## config.mk

```make
export PLATFORM = sky130hd
export DESIGN_NAME = nmea_sentence_framer
export DESIGN_NICKNAME = d
export VERILOG_FILES = /design/src/design/nsf_pkg.sv /design/src/design/nmea_sentence_framer.sv /design/src/design/nsf_front.sv /design/src/design/nsf_queue.sv /design/src/design/nsf_back.sv
export SDC_FILE = /design/constraint.sdc
export NUM_CORES = 1
export LEC_CHECK = 0
export ABC_CLOCK_PERIOD_IN_PS = 5500
export BUFFER_PORTS_ARGS = -buffer_cell sky130_fd_sc_hd__buf_2
export CAP_MARGIN = 25
export CORE_MARGIN = 10
export CORE_UTILIZATION = 40
export CTS_CLUSTER_DIAMETER = 120
export DETAILED_ROUTE_END_ITERATION = 8
export HOLD_SLACK_MARGIN = 0.15
export PLACE_DENSITY = 0.54
export SYNTH_ARGS = -nofsm -noshare
export SYNTH_HDL_FRONTEND = slang
export SYNTH_SLANG_ARGS = --single-unit
```

## constraint.sdc

```tcl
create_clock -name clock -period 5.5 [get_ports clock]
set_clock_uncertainty 0.2 [all_clocks]
set_input_delay 0.55 -clock clock [delete_from_list [all_inputs] [get_ports clock]]
set_output_delay 0.55 -clock clock [all_outputs]
set_load 0.02 [all_outputs]
```

## src/design/nsf_pkg.sv

```systemverilog
`timescale 1ns / 1ps
// ----------------------------------------------------------------------------
// NMEA sentence framer package
// Shared widths, character codes, verdict codes and item types for the framer.
// ----------------------------------------------------------------------------
package nsf_pkg;

   // Widths of the stream fields.
   localparam int BYTE_W = 8;
   localparam int LEN_W  = 11;

   // Longest sentence the hardware ever allows, and the cap on the limit.
   localparam int MAX_SENTENCE = 1024;
   localparam int LIMIT_CAP_INT = (MAX_SENTENCE < 2046) ? MAX_SENTENCE : 2046;
   localparam int LIMIT_RST_INT = (LIMIT_CAP_INT < 1024) ? LIMIT_CAP_INT : 1024;
   localparam logic [LEN_W-1:0] LIMIT_CAP   = LIMIT_CAP_INT[LEN_W-1:0];
   localparam logic [LEN_W-1:0] LIMIT_RESET = LIMIT_RST_INT[LEN_W-1:0];

   // Queue between the classifier and the framing engine.
   localparam int QUEUE_DEPTH = 4;
   localparam int QPTR_W      = $clog2(QUEUE_DEPTH);
   localparam int QCNT_W      = $clog2(QUEUE_DEPTH + 1);

   // Character codes.
   localparam logic [BYTE_W-1:0] CH_DOLLAR = 8'h24;
   localparam logic [BYTE_W-1:0] CH_STAR   = 8'h2A;
   localparam logic [BYTE_W-1:0] CH_CR     = 8'h0D;
   localparam logic [BYTE_W-1:0] CH_LF     = 8'h0A;

   // Sentence verdicts.
   typedef enum logic [2:0] {
      VERDICT_NONE     = 3'd0,
      VERDICT_OK       = 3'd1,
      VERDICT_MISMATCH = 3'd2,
      VERDICT_TOO_LONG = 3'd3,
      VERDICT_NO_STAR  = 3'd4
   } verdict_type;

   // Hex digit decode of one character.
   typedef struct packed {
      logic       ok;
      logic [3:0] val;
   } hex_type;

   // One classified request as it travels through the queue.
   typedef struct packed {
      logic [BYTE_W-1:0] data;
      logic              is_dollar;
      logic              is_star;
      logic              is_cr;
      logic              is_lf;
      hex_type           hex;
   } item_type;

   // One result as it is held in the output register.
   typedef struct packed {
      logic [BYTE_W-1:0] data;
      logic              in_frame;
      logic              frame_end;
      verdict_type       verdict;
      logic [LEN_W-1:0]  frame_length;
   } result_type;

   // Decode one character as a hex digit.
   function automatic hex_type hex_decode(input logic [BYTE_W-1:0] c);
      hex_type h;
      h.ok  = 1'b0;
      h.val = 4'd0;
      if (c >= 8'h30 && c <= 8'h39) begin
         h.ok  = 1'b1;
         h.val = c[3:0];
      end else if ((c >= 8'h41 && c <= 8'h46) || (c >= 8'h61 && c <= 8'h66)) begin
         h.ok  = 1'b1;
         h.val = c[3:0] + 4'd9;
      end
      return h;
   endfunction

endpackage

```

## src/design/nmea_sentence_framer.sv

```systemverilog
`timescale 1ns / 1ps
// Path: an accepted request is written into the queue, then into the engine's
//   output register, where its result is offered until it is taken.
// Throughput: one request per cycle unless rsp_tready stalls; the engine's output register is the
//   only per-item step, and the 4-entry queue absorbs short output stalls.
// Reset: synchronous, active high; clears framing and the queue, and sets the
//   length limit to 1024 bytes.
// ----------------------------------------------------------------------------
// NMEA sentence framer
// Frames NMEA sentences in a byte stream and checks their XOR checksum.
// ----------------------------------------------------------------------------
module nmea_sentence_framer (
   input  logic        clock,
   input  logic        reset,
   // Configuration: max_length.
   input  logic        csr_wr_en,
   input  logic [10:0] csr_wr_data,
   // Request channel. tdata: byte_in[7:0].
   input  logic        req_tvalid,
   output logic        req_tready,
   input  logic [7:0]  req_tdata,
   // Result channel.
   output logic        rsp_tvalid,
   input  logic        rsp_tready,
   // tdata: byte_out[7:0], verdict[10:8], frame_length[21:11], zero[23:22].
   output logic [23:0] rsp_tdata,
   // tuser: in_frame.
   output logic        rsp_tuser,
   // tlast: frame_end.
   output logic        rsp_tlast
);

   logic                queue_full;
   logic                queue_not_empty;
   logic                push;
   logic                pop;
   nsf_pkg::item_type   push_item;
   nsf_pkg::item_type   pop_item;
   nsf_pkg::result_type result;

   // Classifier.
   nsf_front u_front (
      .req_tvalid (req_tvalid),
      .req_tready (req_tready),
      .req_tdata  (req_tdata),
      .queue_full (queue_full),
      .push       (push),
      .push_item  (push_item)
   );

   // Queue between classifier and engine.
   nsf_queue u_queue (
      .clock     (clock),
      .reset     (reset),
      .push      (push),
      .push_item (push_item),
      .full      (queue_full),
      .pop       (pop),
      .not_empty (queue_not_empty),
      .pop_item  (pop_item)
   );

   // Framing engine.
   nsf_back u_back (
      .clock           (clock),
      .reset           (reset),
      .csr_wr_en       (csr_wr_en),
      .csr_wr_data     (csr_wr_data),
      .queue_not_empty (queue_not_empty),
      .queue_item      (pop_item),
      .pop             (pop),
      .out_valid       (rsp_tvalid),
      .out_ready       (rsp_tready),
      .out_result      (result)
   );

   // Pack the result onto the stream.
   assign rsp_tdata = {2'b00, result.frame_length, result.verdict, result.data};
   assign rsp_tuser = result.in_frame;
   assign rsp_tlast = result.frame_end;

endmodule

```

## src/design/nsf_front.sv

```systemverilog
`timescale 1ns / 1ps
// ----------------------------------------------------------------------------
// NMEA framer classifier
// Accepts request bytes and tags them with their character class and hex value.
// ----------------------------------------------------------------------------
module nsf_front (
   input  logic                      req_tvalid,
   output logic                      req_tready,
   input  logic [nsf_pkg::BYTE_W-1:0] req_tdata,
   input  logic                      queue_full,
   output logic                      push,
   output nsf_pkg::item_type         push_item
);

   // A request is taken whenever the queue has room.
   assign req_tready = !queue_full;
   assign push       = req_tvalid && !queue_full;

   // Classify the character for the framing engine.
   always_comb begin
      push_item.data      = req_tdata;
      push_item.is_dollar = (req_tdata == nsf_pkg::CH_DOLLAR);
      push_item.is_star   = (req_tdata == nsf_pkg::CH_STAR);
      push_item.is_cr     = (req_tdata == nsf_pkg::CH_CR);
      push_item.is_lf     = (req_tdata == nsf_pkg::CH_LF);
      push_item.hex       = nsf_pkg::hex_decode(req_tdata);
   end

endmodule

```

## src/design/nsf_queue.sv

```systemverilog
`timescale 1ns / 1ps
// ----------------------------------------------------------------------------
// NMEA framer item queue
// Short first-in first-out buffer between the classifier and the engine.
// ----------------------------------------------------------------------------
module nsf_queue (
   input  logic              clock,
   input  logic              reset,
   input  logic              push,
   input  nsf_pkg::item_type push_item,
   output logic              full,
   input  logic              pop,
   output logic              not_empty,
   output nsf_pkg::item_type pop_item
);

   nsf_pkg::item_type                entry_ff [nsf_pkg::QUEUE_DEPTH];
   logic [nsf_pkg::QPTR_W-1:0]       wr_ptr_ff, wr_ptr_in;
   logic [nsf_pkg::QPTR_W-1:0]       rd_ptr_ff, rd_ptr_in;
   logic [nsf_pkg::QCNT_W-1:0]       count_ff, count_in;

   assign full      = (count_ff == nsf_pkg::QCNT_W'(nsf_pkg::QUEUE_DEPTH));
   assign not_empty = (count_ff != '0);
   assign pop_item  = entry_ff[rd_ptr_ff];

   // Pointer and fill count update.
   always_comb begin
      wr_ptr_in = push ? wr_ptr_ff + 1'b1 : wr_ptr_ff;
      rd_ptr_in = pop ? rd_ptr_ff + 1'b1 : rd_ptr_ff;
      count_in  = count_ff;
      if (push && !pop) begin
         count_in = count_ff + 1'b1;
      end else if (pop && !push) begin
         count_in = count_ff - 1'b1;
      end
   end

   always_ff @(posedge clock) begin
      if (reset) begin
         wr_ptr_ff <= '0;
         rd_ptr_ff <= '0;
         count_ff  <= '0;
      end else begin
         wr_ptr_ff <= wr_ptr_in;
         rd_ptr_ff <= rd_ptr_in;
         count_ff  <= count_in;
      end
   end

   // Storage needs no reset.
   always_ff @(posedge clock) begin
      if (push) begin
         entry_ff[wr_ptr_ff] <= push_item;
      end
   end

`ifndef SYNTH
   a_count_bound: assert property (@(posedge clock) disable iff (reset)
      count_ff <= nsf_pkg::QCNT_W'(nsf_pkg::QUEUE_DEPTH))
      else $error("queue fill count beyond depth");

   a_pop_drains: assert property (@(posedge clock) disable iff (reset)
      (pop && !push) |=> (count_ff == $past(count_ff) - 1'b1))
      else $error("queue count did not drop after a pop");
`endif

endmodule

```

## src/design/nsf_back.sv

```systemverilog
`timescale 1ns / 1ps
// ----------------------------------------------------------------------------
// NMEA framer engine
// Tracks framing, checksum, length and trailing characters, and issues results.
// ----------------------------------------------------------------------------
module nsf_back (
   input  logic                       clock,
   input  logic                       reset,
   input  logic                       csr_wr_en,
   input  logic [nsf_pkg::LEN_W-1:0]  csr_wr_data,
   input  logic                       queue_not_empty,
   input  nsf_pkg::item_type          queue_item,
   output logic                       pop,
   output logic                       out_valid,
   input  logic                       out_ready,
   output nsf_pkg::result_type        out_result
);

   // Length limit in force, already clamped.
   logic [nsf_pkg::LEN_W-1:0]  limit_ff, limit_in;
   // Sentence state.
   logic                       framing_ff, framing_in;
   logic [nsf_pkg::BYTE_W-1:0] xor_sum_ff, xor_sum_in;
   logic                       star_seen_ff, star_seen_in;
   logic [nsf_pkg::LEN_W-1:0]  count_ff, count_in;
   // Last three sentence bytes: newest as CR flag and hex digit, older two as hex digits.
   logic                       prev_cr_ff, prev_cr_in;
   nsf_pkg::hex_type           hex0_ff, hex0_in;
   nsf_pkg::hex_type           hex1_ff, hex1_in;
   nsf_pkg::hex_type           hex2_ff, hex2_in;
   // Output register.
   logic                       out_valid_ff, out_valid_in;
   nsf_pkg::result_type        result_ff, result_in;

   logic [nsf_pkg::LEN_W-1:0]  limit_p1;
   logic [nsf_pkg::BYTE_W-1:0] given;

   assign pop        = queue_not_empty && (!out_valid_ff || out_ready);
   assign out_valid  = out_valid_ff;
   assign out_result = result_ff;
   assign limit_p1   = limit_ff + 1'b1;

   // Clamp the limit when it is written.
   always_comb begin
      limit_in = limit_ff;
      if (csr_wr_en) begin
         limit_in = (csr_wr_data > nsf_pkg::LIMIT_CAP) ? nsf_pkg::LIMIT_CAP : csr_wr_data;
      end
   end

   // Checksum field: the two bytes before CR, cut short at a non-hex byte.
   always_comb begin
      if (!hex2_ff.ok) begin
         given = '0;
      end else if (!hex1_ff.ok) begin
         given = {4'd0, hex2_ff.val};
      end else begin
         given = {hex2_ff.val, hex1_ff.val};
      end
   end

   // Sentence state update and result for the item at the queue head.
   always_comb begin
      framing_in   = framing_ff;
      xor_sum_in   = xor_sum_ff;
      star_seen_in = star_seen_ff;
      count_in     = count_ff;
      prev_cr_in   = prev_cr_ff;
      hex0_in      = hex0_ff;
      hex1_in      = hex1_ff;
      hex2_in      = hex2_ff;

      result_in.data         = queue_item.data;
      result_in.in_frame     = 1'b0;
      result_in.frame_end    = 1'b0;
      result_in.verdict      = nsf_pkg::VERDICT_NONE;
      result_in.frame_length = '0;

      if (queue_item.is_dollar) begin
         // A dollar always starts a fresh sentence.
         framing_in   = 1'b1;
         xor_sum_in   = '0;
         star_seen_in = 1'b0;
         count_in     = nsf_pkg::LEN_W'(1);
         prev_cr_in   = 1'b0;
         hex0_in      = queue_item.hex;
         hex1_in      = '0;
         hex2_in      = '0;
         result_in.in_frame     = 1'b1;
         result_in.frame_length = nsf_pkg::LEN_W'(1);
      end else if (framing_ff) begin
         count_in = (count_ff < limit_p1) ? count_ff + 1'b1 : limit_p1;
         if (!star_seen_ff) begin
            if (queue_item.is_star) begin
               star_seen_in = 1'b1;
            end else begin
               xor_sum_in = xor_sum_ff ^ queue_item.data;
            end
         end
         result_in.in_frame     = 1'b1;
         result_in.frame_length = count_in;
         // CR then LF closes the sentence.
         if (queue_item.is_lf && prev_cr_ff) begin
            if (count_in > limit_ff) begin
               result_in.verdict = nsf_pkg::VERDICT_TOO_LONG;
            end else if (!star_seen_in) begin
               result_in.verdict = nsf_pkg::VERDICT_NO_STAR;
            end else if (given == xor_sum_in) begin
               result_in.verdict = nsf_pkg::VERDICT_OK;
            end else begin
               result_in.verdict = nsf_pkg::VERDICT_MISMATCH;
            end
            result_in.frame_end = 1'b1;
            framing_in          = 1'b0;
         end
         prev_cr_in = queue_item.is_cr;
         hex0_in    = queue_item.hex;
         hex1_in    = hex0_ff;
         hex2_in    = hex1_ff;
      end
   end

   // Output register holds its result until taken.
   always_comb begin
      out_valid_in = out_valid_ff;
      if (pop) begin
         out_valid_in = 1'b1;
      end else if (out_ready) begin
         out_valid_in = 1'b0;
      end
   end

   always_ff @(posedge clock) begin
      if (reset) begin
         limit_ff     <= nsf_pkg::LIMIT_RESET;
         framing_ff   <= 1'b0;
         xor_sum_ff   <= '0;
         star_seen_ff <= 1'b0;
         count_ff     <= '0;
         prev_cr_ff   <= 1'b0;
         hex0_ff      <= '0;
         hex1_ff      <= '0;
         hex2_ff      <= '0;
         out_valid_ff <= 1'b0;
      end else begin
         limit_ff     <= limit_in;
         out_valid_ff <= out_valid_in;
         if (pop) begin
            framing_ff   <= framing_in;
            xor_sum_ff   <= xor_sum_in;
            star_seen_ff <= star_seen_in;
            count_ff     <= count_in;
            prev_cr_ff   <= prev_cr_in;
            hex0_ff      <= hex0_in;
            hex1_ff      <= hex1_in;
            hex2_ff      <= hex2_in;
         end
      end
   end

   // Result payload needs no reset.
   always_ff @(posedge clock) begin
      if (pop) begin
         result_ff <= result_in;
      end
   end

`ifndef SYNTH
   a_end_has_verdict: assert property (@(posedge clock) disable iff (reset)
      (out_valid_ff && result_ff.frame_end) |->
         (result_ff.in_frame && result_ff.verdict != nsf_pkg::VERDICT_NONE))
      else $error("sentence end without a verdict");

   a_outside_quiet: assert property (@(posedge clock) disable iff (reset)
      (out_valid_ff && !result_ff.in_frame) |->
         (result_ff.frame_length == '0 && !result_ff.frame_end))
      else $error("byte outside a sentence carries sentence data");
`endif

endmodule
```

**Word level (Yosys, flattened, before mapping)**

Memories as Yosys holds them, arrays and structs flattened. A register that Yosys moved wholly into a read port is not among the register bits.
Index checks and enable logic that the tools add are counted.

- Memories: 1
- Register bits: 80
- Word-level logic and storage cells: 115
- Output and inout port bits: 28
- Input bits: 24
- Memory bits (writable): 68

- Magnitude comparators: 9
- Reductions and logical operators: 22
- $add $sub $neg: 7
- Eq/ne operators: 6
- Bitwise gates (word level): 3
- Muxes and demuxes: 44

Memories:

| memory | depth | width | rd ports | clocked after memory_dff | write ports | RTL line | RTL |
|---|---|---|---|---|---|---|---|
| u_queue.entry_ff | 4 | 17 | 1 | 1 | 1 | nsf_queue.sv:17 | `nsf_pkg::item_type entry_ff [nsf_pkg::QUEUE_DEPTH];` |

Operators by type and width:

| cell | count |
|---|---|
| 8-bit 2-to-1 mux | 8 |
| 11-bit 2-to-1 mux | 4 |
| 5-bit 2-to-1 mux | 8 |
| 11-bit by 1-bit adder with 11-bit output (second input constant) | 2 |
| 8-bit by 4-bit == test with 1-bit output (second input constant) | 2 |
| 8-bit by 6-bit == test with 1-bit output (second input constant) | 2 |
| 8-bit by 7-bit >= comparator with 1-bit output (second input constant) | 2 |
| 8-bit by 7-bit less-or-equal comparator with 1-bit output (second input constant) | 2 |
| 16-bit 2-to-1 mux | 1 |
| 1-bit 2-to-1 mux | 15 |
| 3-bit 2-to-1 mux | 4 |
| 11-bit greater-than comparator | 1 |
| 11-bit greater-than comparator (second input constant) | 1 |
| 11-bit < comparator | 1 |
| 8-bit == test | 1 |
| 8-bit by 6-bit >= comparator with 1-bit output (second input constant) | 1 |
| 8-bit by 6-bit less-or-equal comparator with 1-bit output (second input constant) | 1 |
| 1-bit logical AND | 8 |
| 8-bit XOR | 1 |
| 2-bit 2-to-1 mux | 3 |
| 2-bit nonzero test | 3 |
| 2-bit by 1-bit adder with 2-bit output (second input constant) | 2 |
| 4-bit adder (second input constant) | 1 |
| 1-bit zero test | 4 |
| 11 further kinds | 13 |

**Depth between registers and ports, before layout**

Gate-level depths: netlist of run 1.

- Word-level depth: 11
- Mapped depth: 22
- Gate-level depth less buffers: 20

**By module**

From an unflattened synthesis of run 1, not the netlist that was laid out.

- Cell total of the unflattened synthesis: 600
- Area, all modules: 7249.5 µm²

By module, submodules not included:

| module | area each (µm²) | cells an instance | sequential area each (µm²) | times used |
|---|---|---|---|---|
| nsf_back | 3962.6 | 417 | 1701.6 | 1 |
| nsf_queue | 2922.8 | 133 | 2222.1 | 1 |
| nsf_front | 345.3 | 47 | 0.0 | 1 |
| nmea_sentence_framer | 18.8 | 3 | 0.0 | 1 |

**Worst setup path after synthesis of run 1**

Ideal clock, no wire load.

- Path type: register -> register
- Start point: reg u_back.limit_ff[0] in the netlist's numbering
- End point: reg u_back.result_ff (netlist bit u_back.out_result[12]), data pin
- Cell stages (with the launch flop): 22
- Period minus slack after synthesis: 4.359 ns
- Path slack: 1.141 ns
- Path buffers: 3
- Data arrival time: 3.893 ns
- Required time: 5.034 ns
- Path through: dfxtp_1 ha_1 nand3_1 nor2_1 nand3_1 xnor2_1 ha_1 a21o_1 a21o_1 a21oi_1 and2_1 buf_2 buf_2 buf_2 a21oi_1 ha_1 o21a_1 o21a_1 o21ai_0 a21oi_1 o211ai_1 o21ai_1

- Cells in the longest elaborated chain, start to end: 5

Ends and longest elaborated chain:

| item | RTL line | RTL |
|---|---|---|
| start: declaration | nsf_back.sv:20 | `logic [nsf_pkg::LEN_W-1:0] limit_ff, limit_in;` |
| start signal: assignment | nsf_back.sv:135 | `limit_ff <= nsf_pkg::LIMIT_RESET;` |
| start signal: assignment | nsf_back.sv:146 | `limit_ff <= limit_in;` |
| 11-bit by 1-bit adder with 11-bit output | nsf_back.sv:41 | `assign limit_p1 = limit_ff + 1'b1;` |
| 11-bit < comparator | nsf_back.sv:92 | `count_in = (count_ff < limit_p1) ? count_ff + 1'b1 : limit_p1;` |
| 11-bit 2-to-1 mux | nsf_back.sv:92 |  |
| 11-bit greater-than comparator * | nsf_back.sv:104 | `if (count_in > limit_ff) begin` |
| 3-bit 2-to-1 mux * | nsf_back.sv:104 |  |
| end signal: assignment | nsf_back.sv:164 | `result_ff <= result_in;` |
| end: declaration | nsf_back.sv:33 | `nsf_pkg::result_type result_ff, result_in;` |

Mark *: on every way between the ends. The rest lies on a longest branch, timed or not.
A chain may end at the register's enable or synchronous reset.

**Worst setup path in the final report of run 1**

Same ends and word-level chain as after synthesis.

==> impl_metrics.env, run 1 <==
export IMPL_run_status="finished clean"
export IMPL_dr_first_iter_drc_count=279
export IMPL_finalWorstPathRequiredPeriod_ns=4.82
export IMPL_synth_top_family_by_area="simple AND/OR/NAND/NOR gates"
export IMPL_critical_path_cell_chain="ha_1 > nand3_1 > nor2_1 > nand3_1 > xnor2_1 > ha_1 > a21o_1 > a21o_1 > a21oi_1 > and2_1 > buf_4 > mux2_2 > inv_1 > ha_1 > a211oi_1 > nand2_1 > o211ai_1 > o21ai_1"
export IMPL_hp_start="csr_wr_data[5]"
export IMPL_placedCellCount=905
export IMPL_cts_root_buf="clkbuf_16"
export IMPL_yosysSeqAreaShare_pct=53.6
export IMPL_first_pass_iters=5
export IMPL_irDropWorstVdd_mv=0.270
export IMPL_post_route_drc_count=0
export IMPL_r2r_slack_ns=0.68
export IMPL_start_util_pct=40.7
export IMPL_max_stage_delay_ns=0.46
export IMPL_hold_path_depth=3
export IMPL_crit_path_end_kind="register"
export IMPL_synth_largest_type_area_fraction_pct=37.8
export IMPL_top_level_ports=52
export IMPL_floorplan_die_width_um=155
export IMPL_muxShareOfSynthArea_pct=7.15
export IMPL_post_dp_hpwl_um=12300
export IMPL_fillerInstances=1651
export IMPL_adder_cell_share_of_the_synthesized_area_pct=5.92
export IMPL_worst_r2r_cell_count=18
export IMPL_synthSimpleGateAreaFrac_pct=14.2
export IMPL_rows=49
export IMPL_yosys_cell_types=62
export IMPL_post_synth_cell_area_avg_sq_um=11.3
export IMPL_achievable_frequency_mhz=208
export IMPL_tritoncts_num_buffers=17
export IMPL_finalHoldViolCount=0
export IMPL_grt_overflow_total=0
export IMPL_crit_arrival_ns=4.78
export IMPL_clkTransAtPathRegs_ns=0.07
export IMPL_count_of_synthesis_stage_warnings_from_yosys=0
export IMPL_ctsLongestPathBuffers=2
export IMPL_hold_path_class="in2reg"
export IMPL_clock_sinks=150
export IMPL_timing_critical_path_required_ns=5.47
export IMPL_detail_route_wirelength_um=17300
export IMPL_path_common_cell="ha_1"
export IMPL_ys_seq_elements=150
export IMPL_power_per_cell_area_mw_per_mm2=445
export IMPL_holdBufCountCts=0
export IMPL_floorplan_die_area_sq_mm=0.0241
export IMPL_maxCapViolations=0
export IMPL_timing_slew_headroom_pct=36.6
export IMPL_synth_cell_area_sq_mm=0.00731
export IMPL_unrepaired_setup_endpoints_after_global_routing="false"
export IMPL_clk_latency_ns=0.43
export IMPL_worst_hold_path_endpoint="u_back.limit_ff[5]"
export IMPL_routabilityCongestion=0.861
export IMPL_critical_path_reg2reg_startpoint="u_back.limit_ff[0]"
export IMPL_post_cts_buffers=0
export IMPL_final_cells=937
export IMPL_yosys_top_cells_area="edfxtp_1 (38%), dfxtp_1 (16%), ha_1 (5.6%), mux4_2 (3.7%), nand2_1 (3.6%)"
export IMPL_synthDominantAreaCellType="edfxtp_1"
export IMPL_initial_antenna_violation_count=0
export IMPL_kind_of_critical_path="reg2reg"
export IMPL_grt_first_pass_wirelength_um=27700
export IMPL_synthesis_instances=650
export IMPL_synth_xor_area_share_pct=3.99
export IMPL_finalCritPeriodShare_pct=87.6
export IMPL_postCtsResizedCells=0
export IMPL_synthArstFlopShare_pct=0
export IMPL_viasPerCell=5.52
export IMPL_critPathSlowestCell="dfxtp_1"
export IMPL_synth_compound_gate_area_share_pct=11.6
export IMPL_critical_path_startpoint="u_back.limit_ff[0]"
export IMPL_clock_tree_from_tritoncts="yes"
export IMPL_vias=5170
export IMPL_power_leakage_nw=3.06
export IMPL_portBuffers=49
export IMPL_chipHeight_um=155
export IMPL_total_negative_setup_slacks_ns=0
export IMPL_area_of_the_placeable_core_sq_mm=0.0180
export IMPL_area_delta_synth_final_pct=14.2
export IMPL_final_net_count=753
export IMPL_finalSetupViolCount=0
export IMPL_first_global_vias=5056
export IMPL_drv_slew=0
export IMPL_max_fanout_on_critical_path=20
export IMPL_share_of_layout_cells_above_drive_strength_1_pct=15.3
export IMPL_worst_r2r_endpoint="u_back.out_result[12]"
export IMPL_grt_start_max_net_pins=44
export IMPL_n_antenna_cell=0
export IMPL_synth_enable_flop_cells=92
export IMPL_detail_route_wl_per_cell_um=18.5
export IMPL_h_tree_depth=4
export IMPL_final_antenna_net_count=0
export IMPL_tightestPinTransition_ns=0.951
export IMPL_synth_ff_type="edfxtp_1"
export IMPL_critical_path_startpoint_type="register"
export IMPL_globalRouteTotalUtil_pct=14.6
[cell usage after synthesis, types with 7 or more instances]
master    number
ha_1          33
mux2i_1        8
nor2_1        45
and2_1        17
nand3_1       23
inv_1         31
nand4_1        9
clkbuf_1      19
o21ai_0       22
nand2b_1       8
edfxtp_1      92
mux4_2        12
a311oi_1       8
nand2_1       70
a22oi_1       13
nor3_1         7
and3_1        11
a21oi_1       37
dfxtp_1       58
xnor2_1       22
[metrics by stage]
step           area [sq um]  hold slack [ns]  setup WS [ns]  total power [mW]  utilization, %
6_report               8350            0.184          0.684              3.72            46.5
5_1_grt                8350            0.162          0.328              3.92            46.5
4_1_cts                8350            0.155          0.697              3.76            46.5
3_5_place_dp           7750            0.250          0.710              2.60            43.2
3_3_place_gp           7750            0.247          0.852              2.58            43.2
2_1_floorplan          7320            0.237           1.14              2.26               -
[where the power goes]
group	leakage [nW]	internal [mW]	total, mW	switching, mW
Clock	0.290	0.613	1.16	0.543
Sequential	1.33	1.42	1.51	0.0903
Combinational	1.44	0.374	1.06	0.683
[state kept, by name (all words and copies together), names as in the netlist, 2 cells and up, named ones only]
signal	cells
u_back.hex2_ff	5
u_back.xor_sum_ff	8
u_back.hex1_ff	5
u_back.count_ff	11
u_queue.count_ff	3
u_back.out_result	24
u_back.hex0_ff	5
u_queue.entry_ff	68
u_queue.rd_ptr_ff	2
u_back.limit_ff	11
u_queue.wr_ptr_ff	2
[placed cells by master (no fill, tap or decap), types with 4 or more instances in the layout]
| cell | netlist | routed |
|---|---|---|
| dfxtp_1 | 58 | 58 |
| clkbuf_16 | 0 | 17 |
| inv_8 | 0 | 5 |
| a21oi_1 | 37 | 37 |
| mux2i_1 | 8 | 8 |
| o21ai_0 | 22 | 22 |
| nand3_1 | 23 | 23 |
| and3_1 | 11 | 11 |
| edfxtp_1 | 92 | 92 |
| a22oi_1 | 13 | 13 |
| buf_2 | 6 | 49 |
| nor2_1 | 45 | 45 |
| a31oi_1 | 6 | 6 |
| mux2_2 | 6 | 6 |
| a211oi_1 | 4 | 4 |
| nand4_1 | 9 | 9 |
| xnor2_1 | 22 | 22 |
| inv_1 | 31 | 31 |
| o32ai_1 | 4 | 4 |
| nand2b_1 | 8 | 8 |
| nor2b_1 | 4 | 4 |
| inv_6 | 0 | 4 |
| ha_1 | 33 | 33 |
| nand2_1 | 70 | 70 |
| buf_4 | 3 | 5 |
| and2_1 | 17 | 17 |
| o22ai_1 | 6 | 6 |
| xor2_1 | 6 | 6 |
| a311oi_1 | 8 | 8 |
| nand3b_1 | 5 | 5 |
| a21o_1 | 5 | 5 |
| mux4_2 | 12 | 12 |
| mux4_1 | 4 | 4 |
| nor3_1 | 7 | 7 |
| clkinv_8 | 0 | 4 |
[how the worst max path moves through the flow]
stage	cells after the start	to	slack, ns
floorplan	21	u_back.out_result[12]	1.14
global placement	18	u_back.out_result[12]	0.85
detailed placement	18	u_back.out_result[12]	0.71
CTS	18	u_back.out_result[12]	0.70
global route	18	u_back.out_result[12]	0.33
finish	18	u_back.out_result[12]	0.68
[critical path, delay by kind of cell (launching register included)]
family | cells | cell delay (ns)
flops | 1 | 0.46
simple gates | 5 | 0.84
compound gates | 6 | 1.24
fa+ha+maj | 3 | 0.78
mux | 1 | 0.40
buf+inv | 2 | 0.36
xor+xnor | 1 | 0.28
[cells by family after synthesis]
kind of cell / count (synthesis)
buffers and inverters: 61
AOI/OAI and AO/OA: 130
and+or+nand+nor: 214
DFF: 150
adders and majority gates: 34
other: 1
muxes: 30
xor gates and xnor gates: 30
[routing by layer]
layer  wire length, um  track usage (%)  vias up
li1                  -                -     2486
met1              7890             18.5     2517
met2              8280             23.0      132
met3               734             3.28       35
met4               438             6.82        0
met5                 0                0        -
[cell type report]
cell class	count	area [sq um]	share of cell area, %
well taps	229	287	3.43
multi-input cells	440	3140	37.6
repair buffers	54	283	3.39
inverters	32	120	1.44
clock inverters	15	173	2.07
clock buffers	17	425	5.09
flip-flops and latches	150	3920	47.0
No activity file was read; power rests on OpenSTA's default activity.
==> run 2: changes to the inputs <==
--- a/config.mk
+++ b/config.mk
@@ -8,7 +8,8 @@
 export ABC_CLOCK_PERIOD_IN_PS = 5500
 export BUFFER_PORTS_ARGS = -buffer_cell sky130_fd_sc_hd__buf_2
 export CAP_MARGIN = 25
-export CORE_MARGIN = 10
+export CORE_ASPECT_RATIO = 1.1
+export CORE_MARGIN = 4
 export CORE_UTILIZATION = 40
 export CTS_CLUSTER_DIAMETER = 120
 export DETAILED_ROUTE_END_ITERATION = 8
==> impl_metrics.env, run 2 (synthesis results as in run 1) <==
export IMPL_run_status="finished clean"
export IMPL_critical_path_reg2reg_startpoint="u_back.limit_ff[0]"
export IMPL_placedCellCount=914
export IMPL_area_delta_synth_final_pct=14.5
export IMPL_worst_hold_path_endpoint="u_back.limit_ff[7]"
export IMPL_n_antenna_cell=0
export IMPL_finalWorstPathRequiredPeriod_ns=5.02
export IMPL_chipHeight_um=150
export IMPL_viasPerCell=5.44
export IMPL_final_cells=946
export IMPL_top_level_ports=52
export IMPL_clock_sinks=150
export IMPL_drv_slew=0
export IMPL_h_tree_depth=4
export IMPL_share_of_layout_cells_above_drive_strength_1_pct=15.1
export IMPL_max_fanout_on_critical_path=19
export IMPL_placedInstanceArea_sq_mm=0.00776
export IMPL_power_switching_mw=1.28
export IMPL_r2r_slack_ns=0.48
export IMPL_post_cts_buffers=0
export IMPL_floorplan_die_area_sq_mm=0.0205
export IMPL_finalSetupViolCount=0
export IMPL_finalHoldViolCount=0
export IMPL_total_negative_setup_slacks_ns=0
export IMPL_critical_path_startpoint_type="register"
export IMPL_tightestPinTransition_ns=0.958
export IMPL_critical_path_startpoint="u_back.limit_ff[0]"
export IMPL_initial_antenna_violation_count=0
export IMPL_start_util_pct=41.1
export IMPL_power_share_combinational_pct=27.9
export IMPL_detail_route_wirelength_um=17100
export IMPL_fillerInstances=1627
export IMPL_postCtsResizedCells=0
export IMPL_kind_of_critical_path="reg2reg"
export IMPL_crit_arrival_ns=5.00
export IMPL_final_net_count=753
export IMPL_multiInputGateArea_sq_mm=0.00314
export IMPL_achievable_frequency_mhz=199
export IMPL_worst_hold_slack_after_final_layout_ns=0.170
export IMPL_portBuffers=49
export IMPL_seqPwrFrac_pct=39.9
export IMPL_grt_overflow_total=0
export IMPL_cts_root_buf="clkbuf_16"
export IMPL_clkTransAtPathRegs_ns=0.07
export IMPL_finalCritPeriodShare_pct=91.3
export IMPL_dr_first_iter_drc_count=332
export IMPL_maxCapViolations=0
export IMPL_top_register="u_queue.entry_ff"
export IMPL_power_per_cell_area_mw_per_mm2=449
export IMPL_layout_common_cells="edfxtp_1 (92), nand2_1 (70), dfxtp_1 (58)"
export IMPL_power_clock_fraction_pct=32.2
export IMPL_number_of_flip_flops_in_the_largest_register=68
export IMPL_grt_start_max_net_pins=44
export IMPL_holdBufCountCts=0
export IMPL_irDropWorstVdd_mv=0.278
export IMPL_rows=51
export IMPL_globalRouteTotalUtil_pct=17.5
export IMPL_power_leakage_nw=3.07
export IMPL_area_of_the_placeable_core_sq_mm=0.0178
export IMPL_clk_latency_ns=0.43
export IMPL_summed_area_of_non_filler_cells_in_the_final_layout_sq_mm=0.00837
export IMPL_hold_path_depth=3
export IMPL_hp_start="csr_wr_data[7]"
export IMPL_first_global_vias=5150
export IMPL_worst_r2r_cell_count=19
export IMPL_ctsLongestPathBuffers=2
export IMPL_final_antenna_net_count=0
export IMPL_netSwitchingFraction_pct=34.1
export IMPL_first_pass_iters=5
export IMPL_routabilityCongestion=0.929
export IMPL_crit_path_end_kind="register"
export IMPL_ff_latch_area_sq_mm=0.00392
export IMPL_clock_tree_from_tritoncts="yes"
export IMPL_timing_slew_headroom_pct=36.1
export IMPL_hold_path_class="in2reg"
export IMPL_unrepaired_setup_endpoints_after_global_routing="false"
export IMPL_worst_r2r_endpoint="u_back.out_result[12]"
export IMPL_detail_route_wl_per_cell_um=18.1
export IMPL_internal_power_mw=2.48
export IMPL_timing_critical_path_required_ns=5.47
export IMPL_floorplan_die_width_um=137
export IMPL_layout_cells_most_common="edfxtp_1"
export IMPL_post_route_drc_count=0
export IMPL_vias=5147
export IMPL_post_dp_hpwl_um=12200
export IMPL_grt_first_pass_wirelength_um=27500
export IMPL_tritoncts_num_buffers=17
## run 2: changes by cell type in the layout (fill, tap and decap cells not counted), sizes merged
cell      previous run  this run
bufinv               0         2
inv                 40        41
clkbuf              17        18
clkinv               6         3
clkinvlp             1         0
## run 2: worst max-delay path by stage
stage / endpoint / slack (ns) / cells past startpoint
2_1_floorplan: u_back.out_result[12] / 1.14 / 21
3_3_place_gp: u_back.out_result[12] / 0.67 / 19
3_5_place_dp: u_back.out_result[12] / 0.53 / 19
4_1_cts: u_back.out_result[12] / 0.53 / 19
5_1_grt: u_back.out_result[12] / 0.11 / 19
6_report: u_back.out_result[12] / 0.48 / 19
## run 2: cell type report
class	count	area share (%)
multi-input combinational	440	37.5
sequential	150	46.9
inverter	32	1.43
timing repair buffer	54	3.38
clock buffer	18	5.13
tap	238	3.56
clock inverter	14	2.14
## run 2: routing by layer
| layer | global-route usage [%] | share of wire, % |
|---|---|---|
| met4 | 6.44 | 2.3 |
| met2 | 29.2 | 49 |
| met5 | 0 | 0 |
| met1 | 22.4 | 44 |
| met3 | 3.90 | 4.1 |
## run 2: worst max-delay path: stages (launching register included)
cell and delay [ns]:
dfxtp_1 0.45, ha_1 0.23, nand3_1 0.14, nor2_1 0.20
nand3_1 0.11, xnor2_1 0.27, ha_1 0.31, a21o_1 0.16
a21o_1 0.17, a21oi_1 0.36, and2_1 0.33, buf_4 0.30
mux2i_1 0.32, ha_1 0.30, a21oi_1 0.13, nor2b_1 0.05
o21ai_0 0.25, nand2_1 0.11, o211ai_1 0.27, o21ai_1 0.10
## run 2: power by group through the flow
| stage | combinational (mW) | clock, mW | sequential [mW] |
|---|---|---|---|
| floorplan | 0.644 | 0 | 1.61 |
| global placement | 1.04 | 0 | 1.52 |
| detailed placement | 1.06 | 0 | 1.53 |
| CTS | 1.06 | 1.23 | 1.50 |
| global route | 1.16 | 1.29 | 1.52 |
| finish | 1.05 | 1.21 | 1.50 |
## run 2: per-stage QoR
step                      setup slack, ns  util (%)  power [mW]
after floorplan                      1.14         -        2.26
after global placement              0.668      43.6        2.56
after detailed placement            0.534      43.6        2.59
after CTS                           0.527      47.0        3.80
after global routing                0.113      47.0        3.97
final                               0.479      47.0        3.76
